--- config.mk ---
export PLATFORM = sky130hd
export DESIGN_NAME = size_class_block_pool_manager_core
export DESIGN_NICKNAME = d
export VERILOG_FILES = /design/src/hdl/scsbp_pkg.sv /design/src/hdl/scsbp_alu.sv /design/src/hdl/scsbp_class_store.sv /design/src/hdl/size_class_block_pool_manager_core.sv
export SDC_FILE = /design/constraint.sdc
export NUM_CORES = 2
export LEC_CHECK = 0
export ABC_AREA = 1
export BUFFER_PORTS_ARGS = -buffer_cell sky130_fd_sc_hd__buf_4
export CORE_MARGIN = 1.5
export CORE_UTILIZATION = 61
export CTS_CLUSTER_DIAMETER = 60
export DETAILED_ROUTE_END_ITERATION = 10
export PLACE_DENSITY = 0.8
export SYNTH_ARGS = -nofsm -noshare
export SYNTH_HDL_FRONTEND = slang
export SYNTH_SLANG_ARGS = --single-unit
export TNS_END_PERCENT = 5
--- constraint.sdc ---
create_clock -name i_clk -period 15.55 [get_ports i_clk]
set_clock_uncertainty 0.15 [all_clocks]
set_input_delay 3.11 -clock i_clk [delete_from_list [all_inputs] [get_ports i_clk]]
set_output_delay 3.11 -clock i_clk [all_outputs]
set_load 0.01 [all_outputs]
--- src/hdl/scsbp_pkg.sv ---
// Shared types, codes and sizing constants for the size-class block pool manager.
package scsbp_pkg;

    // Class table geometry: class i holds (1 << (LOG2_MIN_CLASS + i)) bytes
    localparam int NUM_CLASSES      = 19;
    localparam int CLASS_W          = 5;
    localparam int LOG2_MIN_CLASS   = 7;
    localparam int HEADER_BYTES     = 32;
    localparam int DESCRIPTOR_BYTES = 96;
    localparam int ABS_MAX_MESSAGE  = 33554432;
    localparam int INFLIGHT_LIMIT   = 65536;

    // Offset from wire size to (class need - 1), so a fit test is a strict compare
    localparam int NEED_OFS = DESCRIPTOR_BYTES - HEADER_BYTES - 1;

    // Field and datapath widths
    localparam int MSG_W    = 26;
    localparam int CNT_W    = 17;
    localparam int BYTES_W  = 42;
    localparam int ALU_W    = 43;
    localparam int SHAMT_W  = 6;
    localparam int SEQ_W    = 64;
    localparam int OP_W     = 2;
    localparam int KIND_W   = 2;
    localparam int STATUS_W = 3;

    // Stream and configuration port widths
    localparam int IN_TDATA_W  = 232;
    localparam int IN_TUSER_W  = 4;
    localparam int OUT_TDATA_W = 104;
    localparam int OUT_TUSER_W = 3;
    localparam int CFG_ADDR_W  = 1;
    localparam int CFG_DATA_W  = 26;

    // Configuration register indexes
    localparam logic [CFG_ADDR_W-1:0] CFG_MAX_MESSAGE  = 1'b0;
    localparam logic [CFG_ADDR_W-1:0] CFG_MAX_INFLIGHT = 1'b1;

    // Request operation codes
    localparam logic [OP_W-1:0] OP_ACQUIRE = 2'd0;
    localparam logic [OP_W-1:0] OP_RELEASE = 2'd1;
    localparam logic [OP_W-1:0] OP_RETIRE  = 2'd2;

    // Result status codes
    typedef enum logic [STATUS_W-1:0] {
        ST_OK        = 3'd0,
        ST_BAD_META  = 3'd1,
        ST_BAD_INSP  = 3'd2,
        ST_TOO_LARGE = 3'd3,
        ST_EXHAUSTED = 3'd4,
        ST_FAULT     = 3'd5
    } t_status;

    // Sequencer states
    typedef enum logic [3:0] {
        S_IDLE,
        S_CHECK,
        S_TOP,
        S_REQ,
        S_LIMIT,
        S_CACHE,
        S_EVICT_CNT,
        S_ROOM,
        S_BUDGET,
        S_EVICT_BYTES,
        S_FRESH,
        S_REL,
        S_RET_SHIFT,
        S_RET_SUB,
        S_DONE
    } t_state;

    // Shared adder/shifter: y = a +/- (use_shift ? s << (LOG2_MIN_CLASS + sh) : b)
    typedef struct packed {
        logic               sub;
        logic               use_shift;
        logic [ALU_W-1:0]   a;
        logic [ALU_W-1:0]   b;
        logic [CNT_W-1:0]   s;
        logic [CLASS_W-1:0] sh;
    } t_alu_req;

    typedef struct packed {
        logic [ALU_W-1:0] y;
        logic             borrow;
    } t_alu_rsp;

    // Write port of the per-class free count store
    typedef struct packed {
        logic               en;
        logic [CLASS_W-1:0] idx;
        logic [CNT_W-1:0]   data;
    } t_store_wr;

endpackage

--- src/hdl/scsbp_alu.sv ---
// Shared shift and add/subtract unit used by the arithmetic steps of the sequencer.
module scsbp_alu (
    input  scsbp_pkg::t_alu_req i_req,
    output scsbp_pkg::t_alu_rsp o_rsp
);

    logic [scsbp_pkg::SHAMT_W-1:0] w_shamt;
    logic [scsbp_pkg::ALU_W-1:0]   w_shifted;
    logic [scsbp_pkg::ALU_W-1:0]   w_b;
    logic [scsbp_pkg::ALU_W:0]     w_sum;

    // Scale the operand by the class size
    assign w_shamt   = scsbp_pkg::SHAMT_W'(i_req.sh) +
                       scsbp_pkg::SHAMT_W'(scsbp_pkg::LOG2_MIN_CLASS);
    assign w_shifted = scsbp_pkg::ALU_W'(i_req.s) << w_shamt;
    assign w_b       = i_req.use_shift ? w_shifted : i_req.b;

    // Add or subtract; the top bit is the carry or borrow
    assign w_sum = i_req.sub ? ({1'b0, i_req.a} - {1'b0, w_b})
                             : ({1'b0, i_req.a} + {1'b0, w_b});

    assign o_rsp.y      = w_sum[scsbp_pkg::ALU_W-1:0];
    assign o_rsp.borrow = w_sum[scsbp_pkg::ALU_W];

endmodule

--- src/hdl/scsbp_class_store.sv ---
// Per-class free block counts, one write and one read per cycle.
module scsbp_class_store (
    input  logic                          i_clk,
    input  logic                          i_rst_n,
    input  scsbp_pkg::t_store_wr          i_wr,
    input  logic [scsbp_pkg::CLASS_W-1:0] i_rd_idx,
    output logic [scsbp_pkg::CNT_W-1:0]   o_rd_data
);

    logic [scsbp_pkg::CNT_W-1:0] r_free [scsbp_pkg::NUM_CLASSES];

    // Clear all lists on reset, update one entry per write
    always_ff @(posedge i_clk) begin
        if (!i_rst_n) begin
            for (int k = 0; k < scsbp_pkg::NUM_CLASSES; k++) begin
                r_free[k] <= '0;
            end
        end else if (i_wr.en) begin
            r_free[i_wr.idx] <= i_wr.data;
        end
    end

    // Read as empty beyond the table
    assign o_rd_data = (i_rd_idx < scsbp_pkg::CLASS_W'(scsbp_pkg::NUM_CLASSES)) ?
                       r_free[i_rd_idx] : '0;

endmodule

--- src/hdl/size_class_block_pool_manager_core.sv ---
// From accept to result: a rejected acquire ends at the check; a retire sweeps every class;
// a release scans for the largest usable class, then updates its list; an acquire scans for
// the largest usable and requested classes, checks limit and cache, and on a miss evicts as
// needed and allocates a fresh block. One request at a time, taken only in idle: arithmetic
// steps share one adder/shifter, and the output register frees the sequencer early.
// Synchronous active-low reset clears counters, class lists and retire flag; config resets.
module size_class_block_pool_manager_core (
    input  logic                              i_clk,
    input  logic                              i_rst_n,
    // Request stream
    input  logic                              i_s_axis_tvalid,
    output logic                              o_s_axis_tready,
    // [25:0] message_bytes, [26] inspection_ok, [27] run_id_zero, [91:28] global_sequence,
    // [155:92] source_sequence, [219:156] tick_sequence, [224:220] release_class, zero pad
    input  logic [scsbp_pkg::IN_TDATA_W-1:0]  i_s_axis_tdata,
    // [1:0] op, [3:2] source_kind
    input  logic [scsbp_pkg::IN_TUSER_W-1:0]  i_s_axis_tuser,
    // Result stream
    output logic                              o_m_axis_tvalid,
    input  logic                              i_m_axis_tready,
    // [4:0] granted_class, [21:5] active_count, [38:22] allocated_count,
    // [55:39] cached_count, [97:56] allocated_total_bytes, [98] is_retired, zero pad
    output logic [scsbp_pkg::OUT_TDATA_W-1:0] o_m_axis_tdata,
    // [2:0] status
    output logic [scsbp_pkg::OUT_TUSER_W-1:0] o_m_axis_tuser,
    // Configuration write port
    input  logic                              i_cfg_we,
    input  logic [scsbp_pkg::CFG_ADDR_W-1:0]  i_cfg_addr,
    input  logic [scsbp_pkg::CFG_DATA_W-1:0]  i_cfg_wdata
);

    localparam int OUT_USED_W = scsbp_pkg::CLASS_W + 3 * scsbp_pkg::CNT_W +
                                scsbp_pkg::BYTES_W + 1;
    localparam int OUT_PAD_W  = scsbp_pkg::OUT_TDATA_W - OUT_USED_W;
    localparam logic [scsbp_pkg::CLASS_W-1:0] LAST_CLASS =
        scsbp_pkg::CLASS_W'(scsbp_pkg::NUM_CLASSES - 1);

    // Control and state registers
    scsbp_pkg::t_state               r_state, n_state;
    logic                            r_out_valid, n_out_valid;
    logic [scsbp_pkg::CNT_W-1:0]     r_active, n_active;
    logic [scsbp_pkg::CNT_W-1:0]     r_owned, n_owned;
    logic [scsbp_pkg::CNT_W-1:0]     r_cached, n_cached;
    logic [scsbp_pkg::BYTES_W-1:0]   r_bytes, n_bytes;
    logic                            r_retired, n_retired;
    logic [scsbp_pkg::MSG_W-1:0]     r_cfg_max_msg;
    logic [scsbp_pkg::CNT_W-1:0]     r_cfg_inflight;

    // Request payload and working registers
    logic [scsbp_pkg::OP_W-1:0]      r_op, n_op;
    logic [scsbp_pkg::MSG_W-1:0]     r_msg, n_msg;
    logic                            r_insp, n_insp;
    logic                            r_runz, n_runz;
    logic [scsbp_pkg::SEQ_W-1:0]     r_gseq, n_gseq;
    logic [scsbp_pkg::SEQ_W-1:0]     r_sseq, n_sseq;
    logic [scsbp_pkg::SEQ_W-1:0]     r_tseq, n_tseq;
    logic [scsbp_pkg::KIND_W-1:0]    r_kind, n_kind;
    logic [scsbp_pkg::CLASS_W-1:0]   r_cls, n_cls;
    logic [scsbp_pkg::CLASS_W-1:0]   r_idx, n_idx;
    logic [scsbp_pkg::CLASS_W-1:0]   r_top, n_top;
    logic [scsbp_pkg::CLASS_W-1:0]   r_req, n_req;
    logic [scsbp_pkg::ALU_W-1:0]     r_need_top, n_need_top;
    logic [scsbp_pkg::ALU_W-1:0]     r_need_req, n_need_req;
    logic [scsbp_pkg::ALU_W-1:0]     r_budget, n_budget;
    logic [scsbp_pkg::ALU_W-1:0]     r_room, n_room;
    logic                            r_room_neg, n_room_neg;
    logic [scsbp_pkg::ALU_W-1:0]     r_opnd, n_opnd;
    scsbp_pkg::t_status              r_status, n_status;
    logic [scsbp_pkg::CLASS_W-1:0]   r_granted, n_granted;

    // Output register payload
    scsbp_pkg::t_status              r_out_status;
    logic [scsbp_pkg::CLASS_W-1:0]   r_out_granted;
    logic [scsbp_pkg::CNT_W-1:0]     r_out_active;
    logic [scsbp_pkg::CNT_W-1:0]     r_out_owned;
    logic [scsbp_pkg::CNT_W-1:0]     r_out_cached;
    logic [scsbp_pkg::BYTES_W-1:0]   r_out_bytes;
    logic                            r_out_retired;

    // Shared unit and class store hookup
    scsbp_pkg::t_alu_req             w_alu_req;
    scsbp_pkg::t_alu_rsp             w_alu_rsp;
    scsbp_pkg::t_store_wr            w_store_wr;
    logic [scsbp_pkg::CLASS_W-1:0]   w_rd_idx;
    logic [scsbp_pkg::CNT_W-1:0]     w_rd_data;

    // Decisions
    logic                            w_in_accept;
    logic                            w_slot_free;
    logic [scsbp_pkg::MSG_W-1:0]     w_eff_max;
    logic [scsbp_pkg::CNT_W-1:0]     w_limit;
    logic                            w_meta_bad;
    logic                            w_insp_bad;
    logic                            w_tick_bad;
    logic                            w_large;
    logic                            w_acq_fail;
    logic                            w_fits;
    logic                            w_last;
    logic                            w_free_nz;
    logic                            w_owned_full;
    logic                            w_limit_fail;
    logic                            w_over;
    logic                            w_rel_fault;

    scsbp_alu u_alu (
        .i_req (w_alu_req),
        .o_rsp (w_alu_rsp)
    );

    scsbp_class_store u_store (
        .i_clk     (i_clk),
        .i_rst_n   (i_rst_n),
        .i_wr      (w_store_wr),
        .i_rd_idx  (w_rd_idx),
        .o_rd_data (w_rd_data)
    );

    assign w_in_accept = i_s_axis_tvalid && o_s_axis_tready;
    assign w_slot_free = !r_out_valid || i_m_axis_tready;

    // Saturate the configuration into its usable range
    always_comb begin
        if (r_cfg_max_msg < scsbp_pkg::MSG_W'(scsbp_pkg::HEADER_BYTES)) begin
            w_eff_max = scsbp_pkg::MSG_W'(scsbp_pkg::HEADER_BYTES);
        end else if (r_cfg_max_msg > scsbp_pkg::MSG_W'(scsbp_pkg::ABS_MAX_MESSAGE)) begin
            w_eff_max = scsbp_pkg::MSG_W'(scsbp_pkg::ABS_MAX_MESSAGE);
        end else begin
            w_eff_max = r_cfg_max_msg;
        end
        if (r_cfg_inflight == '0) begin
            w_limit = scsbp_pkg::CNT_W'(1);
        end else if (r_cfg_inflight > scsbp_pkg::CNT_W'(scsbp_pkg::INFLIGHT_LIMIT)) begin
            w_limit = scsbp_pkg::CNT_W'(scsbp_pkg::INFLIGHT_LIMIT);
        end else begin
            w_limit = r_cfg_inflight;
        end
    end

    // Acquire validation
    assign w_meta_bad = r_runz || (r_gseq == '0) || (r_sseq == '0) || (r_gseq == '1) ||
                        (r_sseq == '1) || (r_tseq == '1) || (r_tseq > r_gseq);
    assign w_insp_bad = !r_insp || (r_msg < scsbp_pkg::MSG_W'(scsbp_pkg::HEADER_BYTES)) ||
                        (r_msg > scsbp_pkg::MSG_W'(scsbp_pkg::ABS_MAX_MESSAGE));
    assign w_tick_bad = r_kind[0] ? (r_tseq == '0) : (r_tseq != '0);
    assign w_large    = r_msg > w_eff_max;
    assign w_acq_fail = w_meta_bad || w_insp_bad || w_tick_bad || w_large;

    // Step conditions
    assign w_fits       = w_alu_rsp.borrow;
    assign w_last       = r_idx == LAST_CLASS;
    assign w_free_nz    = w_rd_data != '0;
    assign w_owned_full = r_owned >= w_limit;
    assign w_limit_fail = r_retired || (r_active >= w_limit);
    assign w_over       = r_room_neg || w_alu_rsp.borrow;
    assign w_rel_fault  = (r_active == '0) || (r_cls > r_top);

    assign w_rd_idx = (r_state == scsbp_pkg::S_REL) ? r_cls : r_idx;

    // Next state
    always_comb begin
        n_state = r_state;
        unique case (r_state)
            scsbp_pkg::S_IDLE: begin
                if (w_in_accept) n_state = scsbp_pkg::S_CHECK;
            end
            scsbp_pkg::S_CHECK: begin
                unique case (r_op)
                    scsbp_pkg::OP_ACQUIRE: begin
                        n_state = w_acq_fail ? scsbp_pkg::S_DONE : scsbp_pkg::S_TOP;
                    end
                    scsbp_pkg::OP_RELEASE: n_state = scsbp_pkg::S_TOP;
                    scsbp_pkg::OP_RETIRE: begin
                        n_state = r_retired ? scsbp_pkg::S_DONE : scsbp_pkg::S_RET_SHIFT;
                    end
                    default: n_state = scsbp_pkg::S_DONE;
                endcase
            end
            scsbp_pkg::S_TOP: begin
                if (w_fits || w_last) begin
                    n_state = (r_op == scsbp_pkg::OP_ACQUIRE) ? scsbp_pkg::S_REQ
                                                              : scsbp_pkg::S_REL;
                end
            end
            scsbp_pkg::S_REQ: begin
                if (w_fits) begin
                    n_state = scsbp_pkg::S_LIMIT;
                end else if (r_idx == r_top) begin
                    n_state = scsbp_pkg::S_DONE;
                end
            end
            scsbp_pkg::S_LIMIT: begin
                n_state = w_limit_fail ? scsbp_pkg::S_DONE : scsbp_pkg::S_CACHE;
            end
            scsbp_pkg::S_CACHE: begin
                if (w_free_nz) begin
                    n_state = scsbp_pkg::S_DONE;
                end else if (r_idx == r_top) begin
                    n_state = scsbp_pkg::S_EVICT_CNT;
                end
            end
            scsbp_pkg::S_EVICT_CNT: begin
                if (!w_owned_full) begin
                    n_state = scsbp_pkg::S_ROOM;
                end else if (!w_free_nz && (r_idx == '0)) begin
                    n_state = scsbp_pkg::S_DONE;
                end
            end
            scsbp_pkg::S_ROOM: n_state = scsbp_pkg::S_BUDGET;
            scsbp_pkg::S_BUDGET: begin
                n_state = w_over ? scsbp_pkg::S_EVICT_BYTES : scsbp_pkg::S_FRESH;
            end
            scsbp_pkg::S_EVICT_BYTES: begin
                if (w_free_nz) begin
                    n_state = scsbp_pkg::S_BUDGET;
                end else if (r_idx == '0) begin
                    n_state = scsbp_pkg::S_DONE;
                end
            end
            scsbp_pkg::S_FRESH:     n_state = scsbp_pkg::S_DONE;
            scsbp_pkg::S_REL:       n_state = scsbp_pkg::S_DONE;
            scsbp_pkg::S_RET_SHIFT: n_state = scsbp_pkg::S_RET_SUB;
            scsbp_pkg::S_RET_SUB: begin
                n_state = w_last ? scsbp_pkg::S_DONE : scsbp_pkg::S_RET_SHIFT;
            end
            scsbp_pkg::S_DONE: begin
                if (w_slot_free) n_state = scsbp_pkg::S_IDLE;
            end
            default: n_state = scsbp_pkg::S_IDLE;
        endcase
    end

    // Datapath control and next register values
    always_comb begin
        n_active   = r_active;
        n_owned    = r_owned;
        n_cached   = r_cached;
        n_bytes    = r_bytes;
        n_retired  = r_retired;
        n_op       = r_op;
        n_msg      = r_msg;
        n_insp     = r_insp;
        n_runz     = r_runz;
        n_gseq     = r_gseq;
        n_sseq     = r_sseq;
        n_tseq     = r_tseq;
        n_kind     = r_kind;
        n_cls      = r_cls;
        n_idx      = r_idx;
        n_top      = r_top;
        n_req      = r_req;
        n_need_top = r_need_top;
        n_need_req = r_need_req;
        n_budget   = r_budget;
        n_room     = r_room;
        n_room_neg = r_room_neg;
        n_opnd     = r_opnd;
        n_status   = r_status;
        n_granted  = r_granted;

        w_alu_req.sub       = 1'b1;
        w_alu_req.use_shift = 1'b1;
        w_alu_req.a         = '0;
        w_alu_req.b         = '0;
        w_alu_req.s         = scsbp_pkg::CNT_W'(1);
        w_alu_req.sh        = r_idx;

        w_store_wr.en   = 1'b0;
        w_store_wr.idx  = r_idx;
        w_store_wr.data = w_rd_data - scsbp_pkg::CNT_W'(1);

        unique case (r_state)
            // Capture the request
            scsbp_pkg::S_IDLE: begin
                if (w_in_accept) begin
                    n_op      = i_s_axis_tuser[1:0];
                    n_kind    = i_s_axis_tuser[3:2];
                    n_msg     = i_s_axis_tdata[25:0];
                    n_insp    = i_s_axis_tdata[26];
                    n_runz    = i_s_axis_tdata[27];
                    n_gseq    = i_s_axis_tdata[91:28];
                    n_sseq    = i_s_axis_tdata[155:92];
                    n_tseq    = i_s_axis_tdata[219:156];
                    n_cls     = i_s_axis_tdata[224:220];
                    n_status  = scsbp_pkg::ST_OK;
                    n_granted = '0;
                end
            end
            // Validate and prepare the class searches
            scsbp_pkg::S_CHECK: begin
                n_idx      = '0;
                n_need_top = scsbp_pkg::ALU_W'(w_eff_max) +
                             scsbp_pkg::ALU_W'(scsbp_pkg::NEED_OFS);
                n_need_req = scsbp_pkg::ALU_W'(r_msg) +
                             scsbp_pkg::ALU_W'(scsbp_pkg::NEED_OFS);
                unique case (r_op)
                    scsbp_pkg::OP_ACQUIRE: begin
                        priority if (w_meta_bad) n_status = scsbp_pkg::ST_BAD_META;
                        else if (w_insp_bad)     n_status = scsbp_pkg::ST_BAD_INSP;
                        else if (w_tick_bad)     n_status = scsbp_pkg::ST_BAD_META;
                        else if (w_large)        n_status = scsbp_pkg::ST_TOO_LARGE;
                        else                     n_status = scsbp_pkg::ST_OK;
                    end
                    scsbp_pkg::OP_RELEASE: n_status = scsbp_pkg::ST_OK;
                    scsbp_pkg::OP_RETIRE:  n_retired = 1'b1;
                    default:               n_status = scsbp_pkg::ST_FAULT;
                endcase
            end
            // Largest usable class: first class whose size reaches the need, else the last class
            scsbp_pkg::S_TOP: begin
                w_alu_req.a = r_need_top;
                if (w_fits || w_last) begin
                    n_top = r_idx;
                    n_idx = '0;
                end else begin
                    n_idx = r_idx + scsbp_pkg::CLASS_W'(1);
                end
            end
            // Requested class, no higher than the largest usable class
            scsbp_pkg::S_REQ: begin
                w_alu_req.a = r_need_req;
                if (w_fits) begin
                    n_req = r_idx;
                    n_idx = r_idx;
                end else if (r_idx == r_top) begin
                    n_status = scsbp_pkg::ST_TOO_LARGE;
                end else begin
                    n_idx = r_idx + scsbp_pkg::CLASS_W'(1);
                end
            end
            // Active limit, and the byte budget for the largest usable class
            scsbp_pkg::S_LIMIT: begin
                w_alu_req.sub = 1'b0;
                w_alu_req.s   = w_limit;
                w_alu_req.sh  = r_top;
                n_budget      = w_alu_rsp.y;
                if (w_limit_fail) n_status = scsbp_pkg::ST_EXHAUSTED;
            end
            // Take a cached block from the requested class or a larger one
            scsbp_pkg::S_CACHE: begin
                if (w_free_nz) begin
                    w_store_wr.en = 1'b1;
                    n_cached      = r_cached - scsbp_pkg::CNT_W'(1);
                    n_active      = r_active + scsbp_pkg::CNT_W'(1);
                    n_granted     = r_idx;
                end else if (r_idx == r_top) begin
                    n_idx = LAST_CLASS;
                end else begin
                    n_idx = r_idx + scsbp_pkg::CLASS_W'(1);
                end
            end
            // Evict from the largest class down until the block count fits
            scsbp_pkg::S_EVICT_CNT: begin
                w_alu_req.a = scsbp_pkg::ALU_W'(r_bytes);
                if (w_owned_full) begin
                    if (w_free_nz) begin
                        w_store_wr.en = 1'b1;
                        n_cached = (r_cached != '0) ? r_cached - scsbp_pkg::CNT_W'(1) : '0;
                        n_owned  = (r_owned != '0) ? r_owned - scsbp_pkg::CNT_W'(1) : '0;
                        n_bytes  = w_alu_rsp.borrow ? '0 : w_alu_rsp.y[scsbp_pkg::BYTES_W-1:0];
                    end else if (r_idx == '0) begin
                        n_status = scsbp_pkg::ST_EXHAUSTED;
                    end else begin
                        n_idx = r_idx - scsbp_pkg::CLASS_W'(1);
                    end
                end
            end
            // Room left in the budget once the new block is counted
            scsbp_pkg::S_ROOM: begin
                w_alu_req.a  = r_budget;
                w_alu_req.sh = r_req;
                n_room       = w_alu_rsp.y;
                n_room_neg   = w_alu_rsp.borrow;
            end
            // Compare owned bytes against the room
            scsbp_pkg::S_BUDGET: begin
                w_alu_req.use_shift = 1'b0;
                w_alu_req.a         = r_room;
                w_alu_req.b         = scsbp_pkg::ALU_W'(r_bytes);
            end
            // Evict one block for the byte budget, or move to the next class down
            scsbp_pkg::S_EVICT_BYTES: begin
                w_alu_req.a = scsbp_pkg::ALU_W'(r_bytes);
                if (w_free_nz) begin
                    w_store_wr.en = 1'b1;
                    n_cached = (r_cached != '0) ? r_cached - scsbp_pkg::CNT_W'(1) : '0;
                    n_owned  = (r_owned != '0) ? r_owned - scsbp_pkg::CNT_W'(1) : '0;
                    n_bytes  = w_alu_rsp.borrow ? '0 : w_alu_rsp.y[scsbp_pkg::BYTES_W-1:0];
                end else if (r_idx == '0) begin
                    n_status = scsbp_pkg::ST_EXHAUSTED;
                end else begin
                    n_idx = r_idx - scsbp_pkg::CLASS_W'(1);
                end
            end
            // Allocate a fresh block of the requested class
            scsbp_pkg::S_FRESH: begin
                w_alu_req.sub = 1'b0;
                w_alu_req.a   = scsbp_pkg::ALU_W'(r_bytes);
                w_alu_req.sh  = r_req;
                n_bytes       = w_alu_rsp.y[scsbp_pkg::BYTES_W-1:0];
                n_owned       = r_owned + scsbp_pkg::CNT_W'(1);
                n_active      = r_active + scsbp_pkg::CNT_W'(1);
                n_granted     = r_req;
            end
            // Return a block to its list, or free it after retire
            scsbp_pkg::S_REL: begin
                w_alu_req.a     = scsbp_pkg::ALU_W'(r_bytes);
                w_alu_req.sh    = r_cls;
                w_store_wr.idx  = r_cls;
                w_store_wr.data = w_rd_data + scsbp_pkg::CNT_W'(1);
                if (w_rel_fault) begin
                    n_status = scsbp_pkg::ST_FAULT;
                end else if (r_retired) begin
                    if ((r_owned == '0) || w_alu_rsp.borrow) begin
                        n_status = scsbp_pkg::ST_FAULT;
                    end else begin
                        n_active = r_active - scsbp_pkg::CNT_W'(1);
                        n_owned  = r_owned - scsbp_pkg::CNT_W'(1);
                        n_bytes  = w_alu_rsp.y[scsbp_pkg::BYTES_W-1:0];
                    end
                end else begin
                    w_store_wr.en = 1'b1;
                    n_active      = r_active - scsbp_pkg::CNT_W'(1);
                    n_cached      = r_cached + scsbp_pkg::CNT_W'(1);
                end
            end
            // Retire sweep: bytes held by this class's list
            scsbp_pkg::S_RET_SHIFT: begin
                w_alu_req.sub = 1'b0;
                w_alu_req.s   = w_rd_data;
                n_opnd        = w_alu_rsp.y;
            end
            // Retire sweep: drop the list with saturating counters
            scsbp_pkg::S_RET_SUB: begin
                w_alu_req.use_shift = 1'b0;
                w_alu_req.a         = scsbp_pkg::ALU_W'(r_bytes);
                w_alu_req.b         = r_opnd;
                w_store_wr.en       = 1'b1;
                w_store_wr.data     = '0;
                n_bytes  = w_alu_rsp.borrow ? '0 : w_alu_rsp.y[scsbp_pkg::BYTES_W-1:0];
                n_cached = (r_cached >= w_rd_data) ? r_cached - w_rd_data : '0;
                n_owned  = (r_owned >= w_rd_data) ? r_owned - w_rd_data : '0;
                if (!w_last) n_idx = r_idx + scsbp_pkg::CLASS_W'(1);
            end
            scsbp_pkg::S_DONE: begin
                n_idx = r_idx;
            end
            default: begin
                n_idx = r_idx;
            end
        endcase
    end

    // Output register handshake
    always_comb begin
        n_out_valid = r_out_valid;
        if ((r_state == scsbp_pkg::S_DONE) && w_slot_free) begin
            n_out_valid = 1'b1;
        end else if (i_m_axis_tready) begin
            n_out_valid = 1'b0;
        end
    end

    // Control state with reset
    always_ff @(posedge i_clk) begin
        if (!i_rst_n) begin
            r_state     <= scsbp_pkg::S_IDLE;
            r_out_valid <= 1'b0;
            r_active    <= '0;
            r_owned     <= '0;
            r_cached    <= '0;
            r_bytes     <= '0;
            r_retired   <= 1'b0;
        end else begin
            r_state     <= n_state;
            r_out_valid <= n_out_valid;
            r_active    <= n_active;
            r_owned     <= n_owned;
            r_cached    <= n_cached;
            r_bytes     <= n_bytes;
            r_retired   <= n_retired;
        end
    end

    // Configuration registers
    always_ff @(posedge i_clk) begin
        if (!i_rst_n) begin
            r_cfg_max_msg  <= scsbp_pkg::MSG_W'(65536);
            r_cfg_inflight <= scsbp_pkg::CNT_W'(1024);
        end else if (i_cfg_we) begin
            unique case (i_cfg_addr)
                scsbp_pkg::CFG_MAX_MESSAGE:  r_cfg_max_msg  <= i_cfg_wdata;
                scsbp_pkg::CFG_MAX_INFLIGHT: r_cfg_inflight <= i_cfg_wdata[16:0];
                default:                     r_cfg_inflight <= r_cfg_inflight;
            endcase
        end
    end

    // Payload and working registers
    always_ff @(posedge i_clk) begin
        r_op       <= n_op;
        r_msg      <= n_msg;
        r_insp     <= n_insp;
        r_runz     <= n_runz;
        r_gseq     <= n_gseq;
        r_sseq     <= n_sseq;
        r_tseq     <= n_tseq;
        r_kind     <= n_kind;
        r_cls      <= n_cls;
        r_idx      <= n_idx;
        r_top      <= n_top;
        r_req      <= n_req;
        r_need_top <= n_need_top;
        r_need_req <= n_need_req;
        r_budget   <= n_budget;
        r_room     <= n_room;
        r_room_neg <= n_room_neg;
        r_opnd     <= n_opnd;
        r_status   <= n_status;
        r_granted  <= n_granted;
    end

    // Load the result into the output register
    always_ff @(posedge i_clk) begin
        if ((r_state == scsbp_pkg::S_DONE) && w_slot_free) begin
            r_out_status  <= r_status;
            r_out_granted <= (r_status == scsbp_pkg::ST_OK) ? r_granted : '0;
            r_out_active  <= r_active;
            r_out_owned   <= r_owned;
            r_out_cached  <= r_cached;
            r_out_bytes   <= r_bytes;
            r_out_retired <= r_retired;
        end
    end

    assign o_s_axis_tready = r_state == scsbp_pkg::S_IDLE;
    assign o_m_axis_tvalid = r_out_valid;
    assign o_m_axis_tuser  = r_out_status;
    assign o_m_axis_tdata  = {{OUT_PAD_W{1'b0}}, r_out_retired, r_out_bytes, r_out_cached,
                              r_out_owned, r_out_active, r_out_granted};

endmodule
Word level (Yosys, flattened, before mapping)
Memory sizes are Yosys's and may differ from the RTL's.
Cells that the tools add are included.
{"block": "word_totals", "out_inout_bits": 109, "ram_bits": 323, "mem_count": 1, "elab_cells": 281, "regBits": 711, "inputBits": 268}
{"name": "u_store.r_free", "depth": 19, "width": 17, "read_ports": 1, "rd_clocked_by_memory_dff": 0, "write_ports": 19, "line": "scsbp_class_store.sv:10", "rtl": "logic [scsbp_pkg::CNT_W-1:0] r_free [scsbp_pkg::NUM_CLASSES];"}
{"block": "classes", "muxes": 104, "order_cmp": 13, "n_shift": 1, "bitwise_logic": 1, "eq_ne": 44, "n_addsub": 17, "reduce_logical": 64}
{"cell": "two-way mux 17 bit", "n": 22}
{"cell": "two-way mux 42 bit", "n": 6}
{"cell": "one-hot mux 43 bit (5 select lines)", "n": 1}
{"cell": "one-hot mux 42 bit (5 select lines)", "n": 1}
{"cell": "== test 64 bit (second input constant)", "n": 3}
{"cell": "zero test 64 bit", "n": 3}
{"cell": "one-hot mux 17 bit (5 select lines)", "n": 2}
{"cell": "one-hot mux 43 bit (2 select lines)", "n": 1}
{"cell": "adder 17 x 1 -> 17 bit (second input constant)", "n": 4}
{"cell": "greater-or-equal comparator 17 bit", "n": 4}
{"cell": "one-hot mux 17 bit (2 select lines)", "n": 2}
{"cell": "subtractor 17 x 1 -> 17 bit (second input constant)", "n": 4}
{"cell": "two-way mux 5 bit", "n": 13}
{"cell": "greater-than comparator 64 bit", "n": 1}
{"cell": "nonzero test 64 bit", "n": 1}
{"cell": "two-way mux 4 bit", "n": 14}
{"cell": "one-hot mux 4 bit (14 select lines)", "n": 1}
{"cell": "adder 26 x 6 -> 27 bit (second input constant)", "n": 2}
{"cell": "greater-than comparator 26 bit (second input constant)", "n": 2}
{"cell": "< comparator 26 x 6 -> 1 bit (second input constant)", "n": 2}
{"cell": "two-way mux 26 bit", "n": 2}
{"cell": "zero test 17 bit", "n": 3}
{"cell": "one-hot mux 17 bit (3 select lines)", "n": 1}
{"cell": "nonzero test 17 bit", "n": 3}
{"cell": "other kinds (57)", "n": 146}

Logic depth before layout (Yosys ltp)
{"block": "depth", "ltp_word": 14, "mapped_depth": 52, "ltp_nobuf": 49}

Cells and area by module
Synthesis repeated with hierarchy kept, for this count alone.
{"block": "hier_totals", "cells_unflattened": 6698, "hier_area_um2": 57536.4}
{"mod": "size_class_block_pool_manager_core", "cells_each": 3691, "n_inst": 1, "seq_area_each_um2": 18968.2, "area_each_um2": 35160.0}
{"mod": "scsbp_class_store", "cells_each": 1823, "n_inst": 1, "seq_area_each_um2": 10039.6, "area_each_um2": 16116.7}
{"mod": "scsbp_alu", "cells_each": 1184, "n_inst": 1, "seq_area_each_um2": 0.0, "area_each_um2": 6259.8}

Least setup slack after synthesis
No wires, ideal clock.
{"block": "synth_timing", "path_type": "input -> register", "from": "input port i_s_axis_tvalid", "to": "register r_cls[0] (netlist name) (enable)", "setup_slack_ps": 2070, "path_stages": 2, "required_ps": 14580, "n_path_buf": 0, "arrival_ps": 12509, "setup_time_ps": 820, "path_cell_list": "inv_1 -> nor2_1"}
{"block": "synth_between", "elab_chain_cells": 2}
{"element": "start, declared", "line": "size_class_block_pool_manager_core.sv:11", "rtl": "input logic i_s_axis_tvalid,"}
{"element": "logical AND 1 bit", "line": "size_class_block_pool_manager_core.sv:118", "rtl": "assign w_in_accept = i_s_axis_tvalid && o_s_axis_tready;"}
{"element": "AND reduction 2 bit (no source line)"}
{"element": "end signal, assigned", "line": "size_class_block_pool_manager_core.sv:508", "rtl": "r_cls <= n_cls;"}
{"element": "end, declared", "line": "size_class_block_pool_manager_core.sv:58", "rtl": "logic [scsbp_pkg::CLASS_W-1:0] r_cls, n_cls;"}
Every way passes these cells.
A chain may end at the register's enable or synchronous reset.

Final worst setup path
{"block": "layout_timing", "from": "register r_state[3]", "to": "register r_bytes[14] (netlist name)"}
{"block": "layout_between", "elab_chain_cells": 13, "word_cells_on_any_way": 44, "cone_classes": "3 x add/sub; 1 x order compare; 15 x eq/ne; 1 x shift; 15 x mux; 8 x reduce/logical; 1 x memory"}
{"element": "start, declared", "line": "size_class_block_pool_manager_core.sv:39", "rtl": "scsbp_pkg::t_state r_state, n_state;"}
{"element": "start signal, assigned", "line": "size_class_block_pool_manager_core.sv:466", "rtl": "r_state <= scsbp_pkg::S_IDLE;"}
{"element": "start signal, assigned", "line": "size_class_block_pool_manager_core.sv:474", "rtl": "r_state <= n_state;"}
{"element": "== test 4 bit", "line": "size_class_block_pool_manager_core.sv:157, size_class_block_pool_manager_core.sv:271"}
{"element": "two-way mux 5 bit", "line": "size_class_block_pool_manager_core.sv:157", "rtl": "assign w_rd_idx = (r_state == scsbp_pkg::S_REL) ? r_cls : r_idx;"}
{"element": "memory read (19 x 17 bit) or < comparator 5 bit (tied branches)"}
{"element": "two-way mux 17 bit", "line": "scsbp_class_store.sv:24", "rtl": "assign o_rd_data = (i_rd_idx < scsbp_pkg::CLASS_W'(scsbp_pkg::NUM_CLASSES)) ?"}
{"element": "one-hot mux 17 bit (2 select lines)", "line": "size_class_block_pool_manager_core.sv:271", "rtl": "unique case (r_state)"}
{"element": "left shift 17 x 6 -> 43 bit", "line": "scsbp_alu.sv:15", "rtl": "assign w_shifted = scsbp_pkg::ALU_W'(i_req.s) << w_shamt;"}
{"element": "two-way mux 43 bit", "line": "scsbp_alu.sv:16", "rtl": "assign w_b = i_req.use_shift ? w_shifted : i_req.b;"}
{"element": "subtractor 43 x 43 -> 44 bit or adder 43 x 43 -> 44 bit (tied branches)", "line": "scsbp_alu.sv:19, scsbp_alu.sv:20"}
{"element": "two-way mux 44 bit", "line": "scsbp_alu.sv:19", "rtl": "assign w_sum = i_req.sub ? ({1'b0, i_req.a} - {1'b0, w_b})"}
{"element": "two-way mux 42 bit, on equally long branches"}
{"element": "two-way mux 42 bit, on equally long branches", "line": "size_class_block_pool_manager_core.sv:412, size_class_block_pool_manager_core.sv:355, size_class_block_pool_manager_core.sv:383"}
{"element": "two-way mux 42 bit, on equally long branches", "line": "size_class_block_pool_manager_core.sv:410, size_class_block_pool_manager_core.sv:354"}
{"element": "one-hot mux 42 bit (5 select lines)", "line": "size_class_block_pool_manager_core.sv:271"}
{"element": "end signal, assigned", "line": "size_class_block_pool_manager_core.sv:479", "rtl": "r_bytes <= n_bytes;"}
{"element": "end, declared", "line": "size_class_block_pool_manager_core.sv:44", "rtl": "logic [scsbp_pkg::BYTES_W-1:0] r_bytes, n_bytes;"}
Parallel ways exist; a longest one is shown, timed or not. The select of a mux whose other input is x is not followed.

==> summary.txt <==
outcome -> finished with violations
failing checks -> DRC
mux cell area share after synthesis -> 0
Final Hold Fails -> 0
Area Overhead vs Synth -> 13.0%
Tightest Pin Transition -> 1.24 ns
Worst path slowest cell -> buf_4
Clk pin slew, worst setup/hold paths -> 0.06 ns
max incr delay on CP -> 0.80 ns
crit-path most repeated cell -> nand2_1
initial antenna violation count -> 9
CTS tree -> built
worst skew pair latency -> 0.73 ns
Tcrit/Tclk final -> 0.747
Routed Antenna Nets -> 0
reg2reg start -> r_state[3]$_SDFFE_PN0P_
largest family of logic cells by synthesized area -> simple AND/OR/NAND/NOR gates
Post-Synth Adder-Cell Area -> 0.0592
Ys Warns -> 0
Seq/Total Area, Yosys -> 0.532
Synth top area share -> 0.473
synth top area cells -> edfxtp_1 47%, nand2_1 7.7%, dfxtp_1 5.8%
WS Path Type -> register to register
maximum fanout along the worst path -> 79
CP Launch Type -> register
WP data required -> 16.00 ns
layout cell share with drive strength beyond 1 -> 0.111
Reg2Reg Depth -> 42
minimum clock period -> 11.61 ns
Num Clock Sinks -> 1019
clock buffer depth -> 3
Compound-Gate Fraction of Synth Area -> 0.0818
post-synthesis xor/xnor area fraction -> 0.0321
post-synthesis simple-gate area fraction -> 0.234
setup violators final -> 0
Inserted Clock Buffers -> 108
DRT iter0 DRCs -> 5933
number of global-route vias before repair -> 43.0k
# resized after CTS -> 0
# Post-CTS Setup Buffers -> 0
Rows -> 109
most frequent cell after synthesis -> nand2_1
Vias/cell -> 6.12
fmax -> 0.0861 GHz
CP startpoint -> r_state[3]$_SDFFE_PN0P_
asr flop ratio synth -> 0
core area -> 88500 um^2
Initial Utilization -> 0.616
H-tree levels -> 3
Data arrival, critical path -> 12.06 ns
hold path depth -> 0
reg2reg end -> r_bytes[14]$_SDFFE_PN0P_
Die Span Y -> 302 um
drt total wl -> 163000 um
Final #Nets -> 6743
final setup TNS -> 0 ns
top post-synthesis cells by count -> 1122 x nand2_1, 860 x edfxtp_1, 814 x nor2_1
Congestion Overflow GR -> 0
relative slew slack -> 0.175
syn avg cell area -> 9.18 um^2
Chip Width -> 302 um
first drt pass iteration count -> 11
Mapped Cells -> 5941
R2R Setup Slk -> 3.94 ns
Final Max Tran Viols -> 0
crit path capture type -> register
Post-synth EDFFs -> 860
Die ar. -> 91200 um^2
distinct cell type count after synthesis -> 74
IO Count -> 377
WL per Instance -> 21.8 um
FF+latch count, synth -> 1019
PortBufs -> 363
Total GRT Usage -> 0.351
GP Congestion -> 1.00
Min-Delay Path Class -> register to register
max-cap violation count -> 0
Main synth FF type -> edfxtp_1
vias -> 45.8k
Mapped Area -> 54500 um^2
hpwl dp -> 114000 um
Synth area leader -> edfxtp_1
crit path capture -> r_bytes[14]$_SDFFE_PN0P_
CTS hold repair buffers -> 0
RSZ-0062 raised after global routing -> false
largest net degree at the start of global routing -> 222
first-pass GRT wire length -> 244000 um
residual DRC count -> 17
CTS root buffer -> clkbuf_16
## metrics by stage
stage / std cells / area, um^2 / hold WS, ns / setup slack [ns] / util
global placement: 7275 / 57900 / 0.281 / 4.52 / 0.654
detailed placement: 7275 / 57900 / 0.281 / 4.29 / 0.654
CTS: 7480 / 61700 / 0.295 / 4.24 / 0.697
floorplan: 5946 / 54600 / 0.267 / 2.07 / -
global route: 7481 / 61700 / 0.316 / 3.05 / 0.697
finish: 7481 / 61700 / 0.294 / 3.94 / 0.697
## registers in the layout, summed over array words and instances (netlist names), 17 cells and up
register and cells:
r_need_top 27, r_tseq 64, r_sseq 64, r_gseq 64, r_out_cached 17, r_msg 26, r_room 43, r_active 17
r_out_bytes 42, r_cfg_max_msg 26, r_budget 43, r_owned 17, r_out_owned 17, r_bytes 42, r_cached 17, r_opnd 43
u_store.r_free 340, r_cfg_inflight 17, r_out_active 17, r_need_req 27
## routing by layer
metal | global-route usage | routed length [um] | share of wire | vias to the layer above
li1 | - | - | - | 21100
met1 | 0.460 | 61400 | 0.38 | 21500
met2 | 0.553 | 74500 | 0.46 | 2760
met3 | 0.0934 | 19900 | 0.12 | 440
met4 | 0.148 | 7130 | 0.044 | 14
met5 | 0 | 96 | 0.00059 | -
## cell type report
class                      count  area [um^2]
sequential                  1019        29000
fill                        6662        26900
multi-input combinational   4149        22300
timing repair buffer         405         3070
clock buffer                 127         2820
inverter                     537         2020
tap                         1165         1460
clock inverter                78          963
antenna                        1         2.50
## cells in the final DEF (no fill, tap or decap), drive strengths merged, types with 48 or more instances in the layout
master and count:
nor2 863, a21oi 266, o21ai 230, nand3 593, edfxtp 860, buf 405
dfxtp 159, nand2 1139, nor4 92, nand4 143, clkbuf 127, nor3 77
xnor2 48, clkinv 53, inv 537, ha 250, xor2 151
## critical path: cells and delay by family, from the launching register on
| family | cells | cell delay, ns |
|---|---|---|
| buf+inv | 4 | 1.60 |
| flops | 1 | 0.48 |
| compound gates | 12 | 3.48 |
| simple gates | 23 | 4.90 |
| fa+ha+maj | 2 | 0.52 |
| xor+xnor | 1 | 0.22 |
## worst min-delay path by stage
stage,slack [ns],to,startpoint
floorplan,0.27,o_m_axis_tuser[2]$_DFFE_PP_,r_status[2]$_DFFE_PP_
CTS,0.29,o_m_axis_tuser[1]$_DFFE_PP_,r_status[1]$_DFFE_PP_
global route,0.32,o_m_axis_tuser[1]$_DFFE_PP_,r_status[1]$_DFFE_PP_
global placement,0.28,o_m_axis_tuser[0]$_DFFE_PP_,r_status[0]$_DFFE_PP_
finish,0.29,o_m_axis_tuser[1]$_DFFE_PP_,r_status[1]$_DFFE_PP_
detailed placement,0.28,o_m_axis_tuser[1]$_DFFE_PP_,r_status[1]$_DFFE_PP_
## kinds of logic after synthesis
| logic type | after synthesis |
|---|---|
| xor gates and xnor gates | 199 |
| and+or+nand+nor | 2939 |
| buffers and inverters | 778 |
| AOI/OAI and AO/OA | 750 |
| other | 1 |
| DFF | 1019 |
| adders and majority gates | 255 |
Power is left out: the tool's default activity adds up to more than one toggle a clock period on the data nets, which glitch-free logic cannot reach.
